**src/rtl/cgh_pkg.sv**
```systemverilog
// Shared types and constants of the coincidence gate histogrammer.
`timescale 1ns / 1ps
package cgh_pkg;

  localparam int EW = 23;
  typedef logic signed [EW-1:0] energy_t;

  localparam int E_MAX_INT = 4194303;
  localparam logic signed [EW-1:0] SCAT_MIN = 23'sd320;  // 20 keV
  localparam logic signed [EW-1:0] DET_MIN  = 23'sd160;  // 10 keV
  localparam int W_SINGLE = 160;
  localparam int W_SUM    = 192;
  localparam int W_PAIR   = 128;
  localparam logic [31:0] CNT_MAX = 32'hFFFF_FFFF;

  localparam logic CMD_EVENT = 1'b0;
  localparam logic CMD_READ  = 1'b1;

  localparam logic [2:0] HIST_TAG  = 3'd0;
  localparam logic [2:0] HIST_DET  = 3'd1;
  localparam logic [2:0] HIST_SCAT = 3'd2;
  localparam logic [2:0] HIST_SUM  = 3'd3;
  localparam logic [2:0] HIST_PAIR = 3'd4;

  localparam logic [2:0] REG_TAG_OFFSET  = 3'd0;
  localparam logic [2:0] REG_TAG_GAIN    = 3'd1;
  localparam logic [2:0] REG_SCAT_OFFSET = 3'd2;
  localparam logic [2:0] REG_SCAT_GAIN   = 3'd3;
  localparam logic [2:0] REG_DET_OFFSET  = 3'd4;
  localparam logic [2:0] REG_DET_GAIN    = 3'd5;
  localparam logic [2:0] REG_WIN_LOW     = 3'd6;
  localparam logic [2:0] REG_WIN_HIGH    = 3'd7;

  typedef struct packed {
    logic        accepted;
    logic [31:0] total;
    energy_t     tag_energy;
    energy_t     scat_energy;
    energy_t     det_energy;
    logic [31:0] count;
  } result_t;

endpackage

```
**src/rtl/cgh_calib.sv**
```systemverilog
// Two-stage linear calibration of one ADC channel.
`timescale 1ns / 1ps
module cgh_calib #(
  parameter int ADC_BITS = 14
) (
  input  logic                  clk_i,
  input  logic                  en_i,
  input  logic [ADC_BITS-1:0]   raw_i,
  input  logic [15:0]           gain_i,
  input  logic signed [14:0]    offset_i,
  output cgh_pkg::energy_t      energy_o
);

  localparam int PW = 16 + ADC_BITS;
  localparam int RW = PW - 7;
  localparam int SW = (PW - 5 > 25) ? PW - 5 : 25;

  logic [PW-1:0]        prod_q;
  logic [RW-1:0]        rnd;
  logic signed [SW-1:0] sum;
  cgh_pkg::energy_t     energy_q;

  always_ff @(posedge clk_i) begin
    if (en_i) begin
      prod_q <= PW'(gain_i) * PW'(raw_i);
    end
  end

  // round half up at bit 8
  assign rnd = RW'(({1'b0, prod_q} + (PW+1)'(128)) >> 8);
  assign sum = $signed(SW'(rnd)) + SW'(offset_i);

  always_ff @(posedge clk_i) begin
    if (sum > SW'(cgh_pkg::E_MAX_INT)) begin
      energy_q <= cgh_pkg::EW'(cgh_pkg::E_MAX_INT);
    end else begin
      energy_q <= sum[cgh_pkg::EW-1:0];
    end
  end

  assign energy_o = energy_q;

endmodule

```
**config.mk**
```make
export PLATFORM = sky130hd
export DESIGN_NAME = cgh_calib
export DESIGN_NICKNAME = d
export VERILOG_FILES = /design/src/rtl/cgh_pkg.sv /design/src/rtl/cgh_calib.sv
export SDC_FILE = /design/constraint.sdc
export NUM_CORES = 1
export LEC_CHECK = 0
export BUFFER_PORTS_ARGS = -buffer_cell sky130_fd_sc_hd__buf_2
export CAP_MARGIN = 20
export CORE_MARGIN = 2
export CORE_UTILIZATION = 35
export CTS_BUF_LIST = sky130_fd_sc_hd__clkbuf_16
export DETAILED_ROUTE_END_ITERATION = 10
export GPL_ROUTABILITY_DRIVEN = 0
export GPL_TIMING_DRIVEN = 1
export PLACE_DENSITY = 0.48
export SLEW_MARGIN = 10
export SYNTH_ARGS = -nofsm -noshare
export SYNTH_HDL_FRONTEND = slang
export SYNTH_SLANG_ARGS = --single-unit
```
**constraint.sdc**
```tcl
create_clock -name clk_i -period 7.45 [get_ports clk_i]
set_input_delay 0.745 -clock clk_i [delete_from_list [all_inputs] [get_ports clk_i]]
set_output_delay 0.745 -clock clk_i [all_outputs]
set_load 0.01 [all_outputs]
```
==> Word-level counts from Yosys, hierarchy flattened <==
Cells that the tools add are included.
W data, S select, Z words.
{ "word_totals": {"output_inout_bits": 23, "register_bits": 53, "rom_bits": 0, "ram_bits": 0, "n_memories": 0, "inputBits": 47, "wordCells": 6, "latch_bits": 0} }
{ "op_classes": {"addsub": 2, "n_mux": 0, "n_eq_ne": 0, "bitwise": 0, "reduce_logical": 0, "shifts": 0, "mul": 1, "div_mod_pow": 0, "magnitude_cmp": 1} }
{ "op_table": {"columns": ["operator", "count"], "rows": [
  ["$add A30 B8 Y31 const B", 1],
  ["$mul A16 B14 Y30", 1],
  ["$add A24 B15 Y25", 1],
  ["$gt A25 B23 Y1 const B", 1]
]} }

==> Depth between registers and ports, before layout <==
{ "depth": {"ltp_word": 3, "ltp_mapped": 23, "ltp_nobuf": 22} }

==> Worst setup path after synthesis <==
OpenSTA, ideal clock, no wires.
{ "synth_timing": {"path_type": "input-to-reg", "from": "input gain_i[7]", "to": "register prod_q[23] (data pin)", "cell_stages": 23, "setup_slack_ns": 1.240, "setup_ns": 0.262, "required_time_ns": 7.188, "n_path_buf": 1, "arrival_ns": 5.948, "cell_sequence": "clkbuf_1 and2_1 fa_1 inv_1 fa_1 inv_1 fa_1 inv_1 fa_1 inv_1 fa_1 inv_1 fa_1 inv_1 ha_1 nand4_1 nor2_1 a211o_1 a32oi_1 a21oi_1 a21oi_1 o21bai_1 xor2_1"} }
{ "synth_between": {"elab_chain_len": 1} }
{ "synth_rtl": {"columns": ["element", "line", "text"], "rows": [
  ["from (decl)", "cgh_calib.sv:9", "input logic [15:0] gain_i,"],
  ["$mul A16 B14 Y30", "cgh_calib.sv:25", "prod_q <= PW'(gain_i) * PW'(raw_i);"],
  ["to (signal assigned)", "cgh_calib.sv:25", null],
  ["to (decl)", "cgh_calib.sv:18", "logic [PW-1:0] prod_q;"]
]} }
No other way between the ends.
A chain may end at the register's enable or synchronous reset.

==> Final worst setup path <==
{ "layout_timing": {"from": "input gain_i[8]", "to": "register prod_q[23] (data pin)"} }
The elaborated chain is that of the path after synthesis.

==> impl_metrics.env <==
export IMPL_crit_required_ns=7.49
export IMPL_synthTopCellsByArea="fa_1 (34%), ha_1 (15%), inv_1 (7.5%), and2_1 (7.3%), edfxtp_1 (7.0%)"
export IMPL_regToRegSetupSlack_ns=2.74
export IMPL_fillCellCount=2852
export IMPL_cts_htree_levels=2
export IMPL_cp_max_fo=14
export IMPL_hold_viol=0
export IMPL_worstSetupStartpointType="input pin"
export IMPL_synth_distinct_cells=48
export IMPL_ys_async_sr_fraction=0
export IMPL_layout_drive_gt1_share=0.0753
export IMPL_multi_input_area_um2=7790
export IMPL_syn_to_final_growth_pct=8.20
export IMPL_min_period_over_period=0.851
export IMPL_tns_ns=0
export IMPL_dieWidth_um=172
export IMPL_synth_fp_nets=1417
export IMPL_first_iter_violations=405
export IMPL_io_buffer_count=69
export IMPL_synthFlopType="edfxtp_1"
export IMPL_rsz0062_at_grt="no"
export IMPL_p_leak_nw=5.32
export IMPL_cts_setup_buffers=0
export IMPL_firstDrtPassIters=4
export IMPL_cap_violations=0
export IMPL_dp_hpwl_um=18300
export IMPL_synth_edf_count=23
export IMPL_n_antenna_cell=0
export IMPL_grt_max_degree=24
export IMPL_grt_pass1_wl_um=35600
export IMPL_ys_warn_count=0
export IMPL_grt_usage=0.154
export IMPL_avgSynthCellArea_um2=9.03
export IMPL_fin_skew_ns=0.00592
export IMPL_core_area_um2=27700
export IMPL_grt_pass1_vias=6888
export IMPL_fmax_mhz=158
export IMPL_timing_hold_ws_ns=0.780
export IMPL_antenna_found_initial=0
export IMPL_drtAntennaViolNets=0
export IMPL_drc=0
export IMPL_hold_path_class="in -> reg"
export IMPL_slew_headroom=0.451
export IMPL_ys_seq_area_frac=0.117
export IMPL_path_clk_slew_ns=0.06
export IMPL_synth_top_cell_area_share=0.336
export IMPL_post_drt_wl_per_cell_um=14.5
export IMPL_overflow=0
export IMPL_drv_slew=0
export IMPL_cts_buffer_depth=2
export IMPL_clkLatencyLatePin_ns=0.29
export IMPL_status="finished, final reports clean"
export IMPL_tritoncts="done"
export IMPL_synth_area_um2=9820
export IMPL_root_buffer="clkbuf_16"
export IMPL_num_rows=61
export IMPL_fin_nets=1457
export IMPL_arrival_ns=6.38
export IMPL_viasPerCell=4.58
export IMPL_fin_crit_ns=6.34
export IMPL_syn_instance_count=1088
export IMPL_vias=6908
export IMPL_hold_buffers=0
export IMPL_cts_buffers_inserted=5
export IMPL_synth_largest_area_cell="fa_1"
export IMPL_initial_core_util=0.355
export IMPL_routed_wl_um=21800
export IMPL_layout_area_seq_um2=1150
export IMPL_ir_drop_uv=235
export IMPL_powerDensity_nw_per_um2=445
export IMPL_setup_viol=0
export IMPL_ctsResizeCount=0
export IMPL_dieArea_um2=29400
export IMPL_clock_sinks=46
export IMPL_die_h_um=172
export IMPL_cp_end_kind="flip-flop"
export IMPL_ys_ff_latch=46
export IMPL_ioPinCount=70
export IMPL_crit_type="in -> reg"
export IMPL_worstMarginPinSlew_ns=0.823
-- area by class of cell --
cell class / instances / area share
clock buffer: 5 / 0.0118
multi-input combinational: 811 / 0.733
sequential: 46 / 0.108
tap: 378 / 0.0445
timing repair buffer: 69 / 0.0325
inverter: 195 / 0.0689
clock inverter: 3 / 0.00106
-- synth_stat cells, drive strengths merged (2+ instances only) --
master    n
a21oi    40
inv     195
o21ai    17
ha      117
nor2     19
o22ai     2
clkbuf   30
o21bai    5
o21a     11
a211oi    4
xor2     24
nand2b    5
nand4     7
and4      2
fa      165
edfxtp   23
a31o      2
nand2   166
buf       6
a31oi     5
and2    114
a21o     16
xnor2    39
nand3    15
o211ai    4
dfxtp    23
or2       2
a211o     3
nor3      4
and3     11
-- per-stage QoR --
stage | instance area (µm²) | cells | utilization | total power, mW | worst slack [ns]
floorplan | 9820 | 1088 | - | 3.78 | 1.24
global placement | 10500 | 1499 | 0.379 | 4.57 | 0.824
detailed placement | 10500 | 1499 | 0.379 | 4.55 | 0.759
CTS | 10600 | 1507 | 0.384 | 4.80 | 1.06
global route | 10600 | 1507 | 0.384 | 5.43 | 0.718
finish | 10600 | 1507 | 0.384 | 4.73 | 1.11
-- registers in the layout (all words and copies together), names as in the netlist --
signal and flops:
energy_o 23, prod_q 23
-- worst paths after layout --
kind	startpoint	to	depth (start not counted)
setup / recovery	gain_i[8]	prod_q[23]$_DFFE_PP_	22
hold / removal	offset_i[0]	energy_o[0]$_SDFF_PN1_	3
setup reg to reg	prod_q[9]$_DFFE_PP_	energy_o[20]$_SDFF_PN1_	18
hold reg to reg	prod_q[8]$_DFFE_PP_	energy_o[0]$_SDFF_PN1_	3
-- cells in the final DEF (no fill, tap or decap), drive strengths merged, types with 23 or more instances in the layout --
cell type | netlist | layout
inv | 195 | 195
nand2 | 166 | 166
fa | 165 | 165
ha | 117 | 117
and2 | 114 | 114
buf | 6 | 69
a21oi | 40 | 40
xnor2 | 39 | 39
xor2 | 24 | 24
dfxtp | 23 | 23
edfxtp | 23 | 23
-- critical path: stages --
cell and delay [ns]:
buf_2 0.21, and2_1 0.22, fa_1 0.53, inv_1 0.05, fa_1 0.53, inv_1 0.06
fa_1 0.53, fa_1 0.44, fa_1 0.54, inv_1 0.05, fa_1 0.53, inv_1 0.04
ha_1 0.21, a21o_1 0.18, a21o_1 0.17, a21oi_1 0.19, o21ai_0 0.13, a32oi_1 0.35
a21oi_1 0.17, a21oi_1 0.25, o21bai_1 0.10, xor2_1 0.14
-- cell families (layout without fill, tap and decap cells) --
| kind of cell | after synthesis | in the layout | share of synthesized area |
|---|---|---|---|
| adder cells (fa/ha/maj) | 282 | 282 | 0.485 |
| flip-flops | 46 | 46 | 0.117 |
| AO/OA/AOI/OAI | 117 | 117 | 0.0781 |
| multiplexers | 1 | 1 | 0.00115 |
| buffers and inverters | 231 | 272 | 0.0897 |
| AND/OR/NAND/NOR | 348 | 348 | 0.173 |
| XOR/XNOR | 63 | 63 | 0.0562 |
-- layer usage --
layer  part of all wire  track usage
met4              0.010       0.0265
met1               0.52        0.237
met5                  0            0
met3              0.048       0.0198
met2               0.42        0.232
-- where the power goes --
| part | switching, mW | internal, mW | total (mW) |
|---|---|---|---|
| Clock | 0.0835 | 0.121 | 0.204 |
| Sequential | 0.0631 | 0.602 | 0.665 |
| Combinational | 2.12 | 1.73 | 3.86 |
Power figures use the tool's default switching activity.
