--- config.mk ---
export PLATFORM = sky130hd
export DESIGN_NAME = cgh_hist_bank
export DESIGN_NICKNAME = d
export VERILOG_FILES = /design/src/rtl/cgh_pkg.sv /design/src/rtl/cgh_hist_bank.sv
export SDC_FILE = /design/constraint.sdc
export NUM_CORES = 2
export LEC_CHECK = 0
export ABC_CLOCK_PERIOD_IN_PS = 21500
export BUFFER_PORTS_ARGS = -buffer_cell sky130_fd_sc_hd__buf_2
export CORE_UTILIZATION = 50
export DETAILED_ROUTE_END_ITERATION = 12
export HOLD_SLACK_MARGIN = 0.05
export PLACE_DENSITY = 0.65
export SETUP_SLACK_MARGIN = 0.15
export SYNTH_ARGS = -nofsm -noshare
export SYNTH_HDL_FRONTEND = slang
export SYNTH_SLANG_ARGS = --single-unit
--- constraint.sdc ---
create_clock -name clk_i -period 21.5 [get_ports clk_i]
set_input_delay 0 -clock clk_i [delete_from_list [all_inputs] [get_ports clk_i]]
set_output_delay 0 -clock clk_i [all_outputs]
set_load 0.01 [all_outputs]
--- src/rtl/cgh_pkg.sv ---
// Shared types and constants of the coincidence gate histogrammer.
`timescale 1ns / 1ps
package cgh_pkg;

  localparam int EW = 23;
  typedef logic signed [EW-1:0] energy_t;

  localparam int E_MAX_INT = 4194303;
  localparam logic signed [EW-1:0] SCAT_MIN = 23'sd320;  // 20 keV
  localparam logic signed [EW-1:0] DET_MIN  = 23'sd160;  // 10 keV
  localparam int W_SINGLE = 160;
  localparam int W_SUM    = 192;
  localparam int W_PAIR   = 128;
  localparam logic [31:0] CNT_MAX = 32'hFFFF_FFFF;

  localparam logic CMD_EVENT = 1'b0;
  localparam logic CMD_READ  = 1'b1;

  localparam logic [2:0] HIST_TAG  = 3'd0;
  localparam logic [2:0] HIST_DET  = 3'd1;
  localparam logic [2:0] HIST_SCAT = 3'd2;
  localparam logic [2:0] HIST_SUM  = 3'd3;
  localparam logic [2:0] HIST_PAIR = 3'd4;

  localparam logic [2:0] REG_TAG_OFFSET  = 3'd0;
  localparam logic [2:0] REG_TAG_GAIN    = 3'd1;
  localparam logic [2:0] REG_SCAT_OFFSET = 3'd2;
  localparam logic [2:0] REG_SCAT_GAIN   = 3'd3;
  localparam logic [2:0] REG_DET_OFFSET  = 3'd4;
  localparam logic [2:0] REG_DET_GAIN    = 3'd5;
  localparam logic [2:0] REG_WIN_LOW     = 3'd6;
  localparam logic [2:0] REG_WIN_HIGH    = 3'd7;

  typedef struct packed {
    logic        accepted;
    logic [31:0] total;
    energy_t     tag_energy;
    energy_t     scat_energy;
    energy_t     det_energy;
    logic [31:0] count;
  } result_t;

endpackage

--- src/rtl/cgh_hist_bank.sv ---
// Histogram memory with read-modify-write, write forwarding and clear port.
`timescale 1ns / 1ps
module cgh_hist_bank #(
  parameter int DEPTH = 100,
  parameter int AW    = $clog2(DEPTH)
) (
  input  logic          clk_i,
  input  logic          rst_ni,
  input  logic          en_i,
  input  logic          inc_i,
  input  logic [AW-1:0] addr_i,
  input  logic          clr_i,
  input  logic [AW-1:0] clr_addr_i,
  output logic [31:0]   count_o
);

  logic [31:0]   mem [DEPTH];
  logic [31:0]   rdata_q;
  logic [AW-1:0] addr_q;
  logic          inc_q;
  logic          en_q;
  logic [AW-1:0] wa_q;
  logic [31:0]   wd_q;
  logic          wv_q;
  logic [31:0]   count;
  logic [31:0]   wr_data;
  logic          wr_en;

  // the previous write lands in the same edge as this read; take it from wd_q
  assign count   = (wv_q && wa_q == addr_q) ? wd_q : rdata_q;
  assign wr_en   = en_q && inc_q;
  assign wr_data = (count == cgh_pkg::CNT_MAX) ? count : count + 32'd1;
  assign count_o = count;

  always_ff @(posedge clk_i) begin
    if (en_i) begin
      rdata_q <= mem[addr_i];
    end
    if (clr_i) begin
      mem[clr_addr_i] <= '0;
    end else if (wr_en) begin
      mem[addr_q] <= wr_data;
    end
  end

  always_ff @(posedge clk_i) begin
    if (en_i) begin
      addr_q <= addr_i;
      inc_q  <= inc_i;
    end
    if (wr_en) begin
      wa_q <= addr_q;
      wd_q <= wr_data;
    end
  end

  always_ff @(posedge clk_i or negedge rst_ni) begin
    if (!rst_ni) begin
      en_q <= 1'b0;
      wv_q <= 1'b0;
    end else begin
      en_q <= en_i;
      if (clr_i) begin
        wv_q <= 1'b0;
      end else if (wr_en) begin
        wv_q <= 1'b1;
      end
    end
  end

endmodule

* Word-level counts from Yosys, hierarchy flattened
Memory sizes are Yosys's and may differ from the RTL's. A register that Yosys moved wholly into a read port is not among the register bits. Index checks and enable logic that the tools add are counted.
Operators by class: $mul 0, add/sub/neg operators 1, divide/modulo/power cells 0, reduce and logical (&&, ||, !) cells 4, equality and inequality tests 2, shifts and indexed selects 0, muxes and demuxes 12, magnitude comparators 0, bitwise gates (word level) 0
Operators with widths (count):
- 32-bit two-way mux | 3
- 32-bit by 1-bit adder with 32-bit output, second input constant | 1
- 32-bit equality test, second input constant | 1
- 32-bit OR reduction | 1
- 1-bit two-way mux | 8
- 7-bit equality test | 1
- 7-bit two-way mux | 1
- 1-bit logical AND | 2
- 2-bit nonzero test | 1
Word-level totals: register bits 49, memories 1, RAM bits 3200, logic and storage cells 26, bits in latches 0, output and inout bits 32, ROM bits 0
Memories:
- mem | depth 100, width 32, rd ports 1, clocked after memory_dff 1, write ports 1, line cgh_hist_bank.sv:17 | logic [31:0] mem [DEPTH];

* Longest topological paths before layout
depth in word-level cells 6, depth in mapped cells 11

* Least setup slack after synthesis
Ideal clock, no wire load.
path kind reg-to-reg, start point register addr_q[0], end point memory mem[0][27] (data pin), setup slack 14032 ps, arrival time 6461 ps, cell stages (with the launch flop) 9, period minus slack after synthesis 7468 ps, path through edfxtp_1 > xor2_1 > or4_4 > buf_6 > or3_4 > and2_4 > a2111oi_4 > xnor2_1 > a211oi_1
On the way: cells in the longest elaborated chain, start to end 6, elaborated cells on any way between the ends 7, classes of those cells add/sub (1); eq/ne (2); mux (3); reduce/logical (1)
RTL lines:
- from (decl) | line cgh_hist_bank.sv:19 | logic [AW-1:0] addr_q;
- from (signal assigned) | line cgh_hist_bank.sv:48 | addr_q <= addr_i;
- 7-bit equality test * | line cgh_hist_bank.sv:30 | assign count = (wv_q && wa_q == addr_q) ? wd_q : rdata_q;
- 1-bit logical AND * | line cgh_hist_bank.sv:30
- 32-bit two-way mux * | line cgh_hist_bank.sv:30
- 32-bit by 1-bit adder with 32-bit output or 32-bit equality test (tied branches) | line cgh_hist_bank.sv:32 | assign wr_data = (count == cgh_pkg::CNT_MAX) ? count : count + 32'd1;
- 32-bit two-way mux * | line cgh_hist_bank.sv:32
- 32-bit two-way mux (no source line) *
- to (decl) | line cgh_hist_bank.sv:17
Mark *: on every way between the ends. The rest lies on a longest branch, timed or not.

* Worst setup path after layout
start point register addr_q[0], end point memory mem[68][27] (data pin)
Same word-level chain as after synthesis.

==> results.toml <==
[worst_setup_path]
slowest_delay_ns = 0.97
crit_type = "reg2reg"
required_ns = 22.08
critPathLaunchType = "flip-flop"
worstPathMaxFanout = 84
critPathCaptureType = "flip-flop"
reg2reg_depth = 8
cp_cell_sequence = "xor2_1 > or4_4 > o2111a_1 > o22ai_1 > and3_1 > nor3_1 > a211oi_4 > buf_4"
crit_arrival_ns = 5.93
critPathSlowestCell = "a211oi_4"

[min_path]
hold_depth = 6
worst_hold_path_type = "in2reg"

[sta]
skew_ns = 0.0549
min_period_ns = 5.36
setup_tns_ns = 0
clock.fmax_ghz = 0.187
setup_viol_count_final = 0
final_hold_viol_count = 0
rsz0062_at_grt = "false"
maxSlewHeadroom_pct = 10.0
period_share_pct = 24.9
slew_viol_final = 0
worst_pin_slew_ns = 1.34

[finish]
areaGrowthSynthToFinish_pct = 12.9
drive_above_1_share_pct = 29.3
final_common_cell = "edfxtp_1"
final_cells = 9438
final_cell_mix = "edfxtp_1, mux4_2, clkbuf_16, buf_4, mux2i_1"
nets = 5862

[cts]
cts-htree-levels = 5
clk_path_buf_depth = 4
tritoncts = "built"
cts_resized = 0
clk_latency_ns = 0.96
cts.sinks = 3281
clk_pin_slew_ns = 0.06
root_buffer = "clkbuf_16"
cts_setup_buffers = 0
cts_made_buffers = 338

[synth]
ys_warn_count = 0
ys_ff_latch = 3281
async_flop_share_pct = 0.0610
synth_area_sq_mm = 0.127
netlist.area_leader.share_pct = 77.5
synth_cell_type_count = 68
synth_cells = 5534
ys_seq_area_share_pct = 77.6
synth.avg_cell_area_sq_um = 22.9
ys_top_cells_by_area = "edfxtp_1, mux4_2, mux2i_1"
synth_edf_count = 3279
yosys.area.top_type = "edfxtp_1"
synth_nets = 5553
ys.flop_type = "edfxtp_1"

[pwr]
p_leak_nw = 45.1
power.density_mw_per_mm2 = 93.1
ir_drop_v = 0.0000900

[global_routing]
use_met3_pct = 5.27
grt_pass1_vias = 61365
overflow = 0
antenna_found_initial = 29
grt_max_degree = 150
busiest_layer = "met2"
groute.layer.met1.usage_pct = 37.4
track_usage_pct = 25.8
grtUsageMet2_pct = 39.3
grt_pass1_wl_microns = 462000

[job]
maxCapViolations = 0

[routing]
drt_iter0_drc = 8525
via_per_inst = 6.52
detail_route.wl_per_cell_microns = 34.8
drc = 0
wirelength_microns = 328000
via_count = 61580
postRouteAntennaNets = 0
drt_pre_antenna_iters = 7

[floorplan]
core_sq_mm = 0.252
die-height_microns = 506
pin_count = 51
die_area_sq_mm = 0.256
rows = 184
die_x_microns = 506
start_util_pct = 50.4

[placement]
post-dp-hpwl_microns = 180000
dp.cells = 8838
gp_congestion = 0.910
io_buffers = 50

[status]
outcome = "finished clean"
-- timing repair --
item,CTS,global route
hold buffers,13,0
endpoints found under the setup margin,0,0
hold endpoints to repair,104,0
-- final cells by class --
class / count / area (sq um)
diodes: 10 / 25.0
inverters: 18 / 67.6
repair buffers: 266 / 2030
clock buffers: 411 / 8930
well taps: 3348 / 4190
flip-flops and latches: 3281 / 98500
fillers: 18132 / 108000
clock inverters: 166 / 1490
multi-input cells: 1938 / 28100
-- cells by family (layout without fill, tap and decap cells) --
group	after synthesis	in the layout	synth area share, %
mux	1117	1117	17.7
buf+inv	315	861	1.03
flops	3281	3281	77.6
xor+xnor	15	15	0.103
other cells	0	10	0
compound gates	316	316	1.71
simple gates	490	490	1.84
-- Yosys cell counts (all sizes together), types with 12 or more instances --
master and instances:
nor3 33, nor2 205, clkbuf 134, and3 12
buf 163, mux4 902, mux2 19, nand3b 12
nand4 32, and2 18, a22oi 61, edfxtp 3279
inv 18, nand2 98, mux2i 196, o221ai 30
a221oi 32, a21oi 60, o21ai 77, nand3 32
-- per-layer routing --
layer  up-vias  part of all wire [%]  routed length, microns
met5         -                 0.014                      47
met4         6                   3.4                   11100
met3       576                    10                   33200
met2      3250                    47                  153000
met1     33416                    40                  131000
li1      24332                     -                       -
-- through the flow --
step	hold slack (ns)	cell area [sq um]	power (W)	utilization (%)	setup slack, ns
2_1_floorplan	-0.296	127000	0.00759	-	14.03
3_3_place_gp	-0.160	133000	0.00786	52.7	15.07
3_5_place_dp	-0.158	133000	0.00787	52.7	15.45
4_1_cts	0.0554	143000	0.0134	56.9	16.32
5_1_grt	0.157	143000	0.0137	56.9	16.02
6_report	0.117	143000	0.0133	56.9	16.14
-- path summary, 6_finish.rpt --
path	endpoint	slack, ns	from
max	mem[68][27]$_DFFE_PP_	16.14	addr_q[0]$_DFFE_PP_
min	rdata_q[21]$_DFFE_PP_	0.12	addr_i[2]
max reg2reg	mem[68][27]$_DFFE_PP_	16.14	addr_q[0]$_DFFE_PP_
min reg2reg	wa_q[1]$_DFFE_PP_	0.57	addr_q[1]$_DFFE_PP_
max in group asynchronous	wv_q$_DFFE_PN0P_	20.69	rst_ni
min in group asynchronous	en_q$_DFF_PN0_	0.56	rst_ni
-- power by group --
| group | internal (W) | leakage, nW | total (W) | switching [W] |
|---|---|---|---|---|
| Combinational | 0.000237 | 9.78 | 0.000669 | 0.000431 |
| Sequential | 0.00704 | 30.2 | 0.00707 | 0.0000252 |
| Clock | 0.00326 | 5.08 | 0.00561 | 0.00235 |
-- flip-flops by register name, indices dropped and copies added, names as in the netlist --
name,flops
mem,3200
rdata_q,32
wd_q,32
addr_q,7
wa_q,7
en_q,1
inc_q,1
wv_q,1
-- critical path, delay by kind of cell (launching register included) --
kind                   cells  cell delay (ns)
AO/OA/AOI/OAI              3             2.16
AND/OR/NAND/NOR            3             1.10
buffers and inverters      1             0.88
flip-flops                 1             0.50
XOR/XNOR                   1             0.24
(Power assumes the default switching activity.)
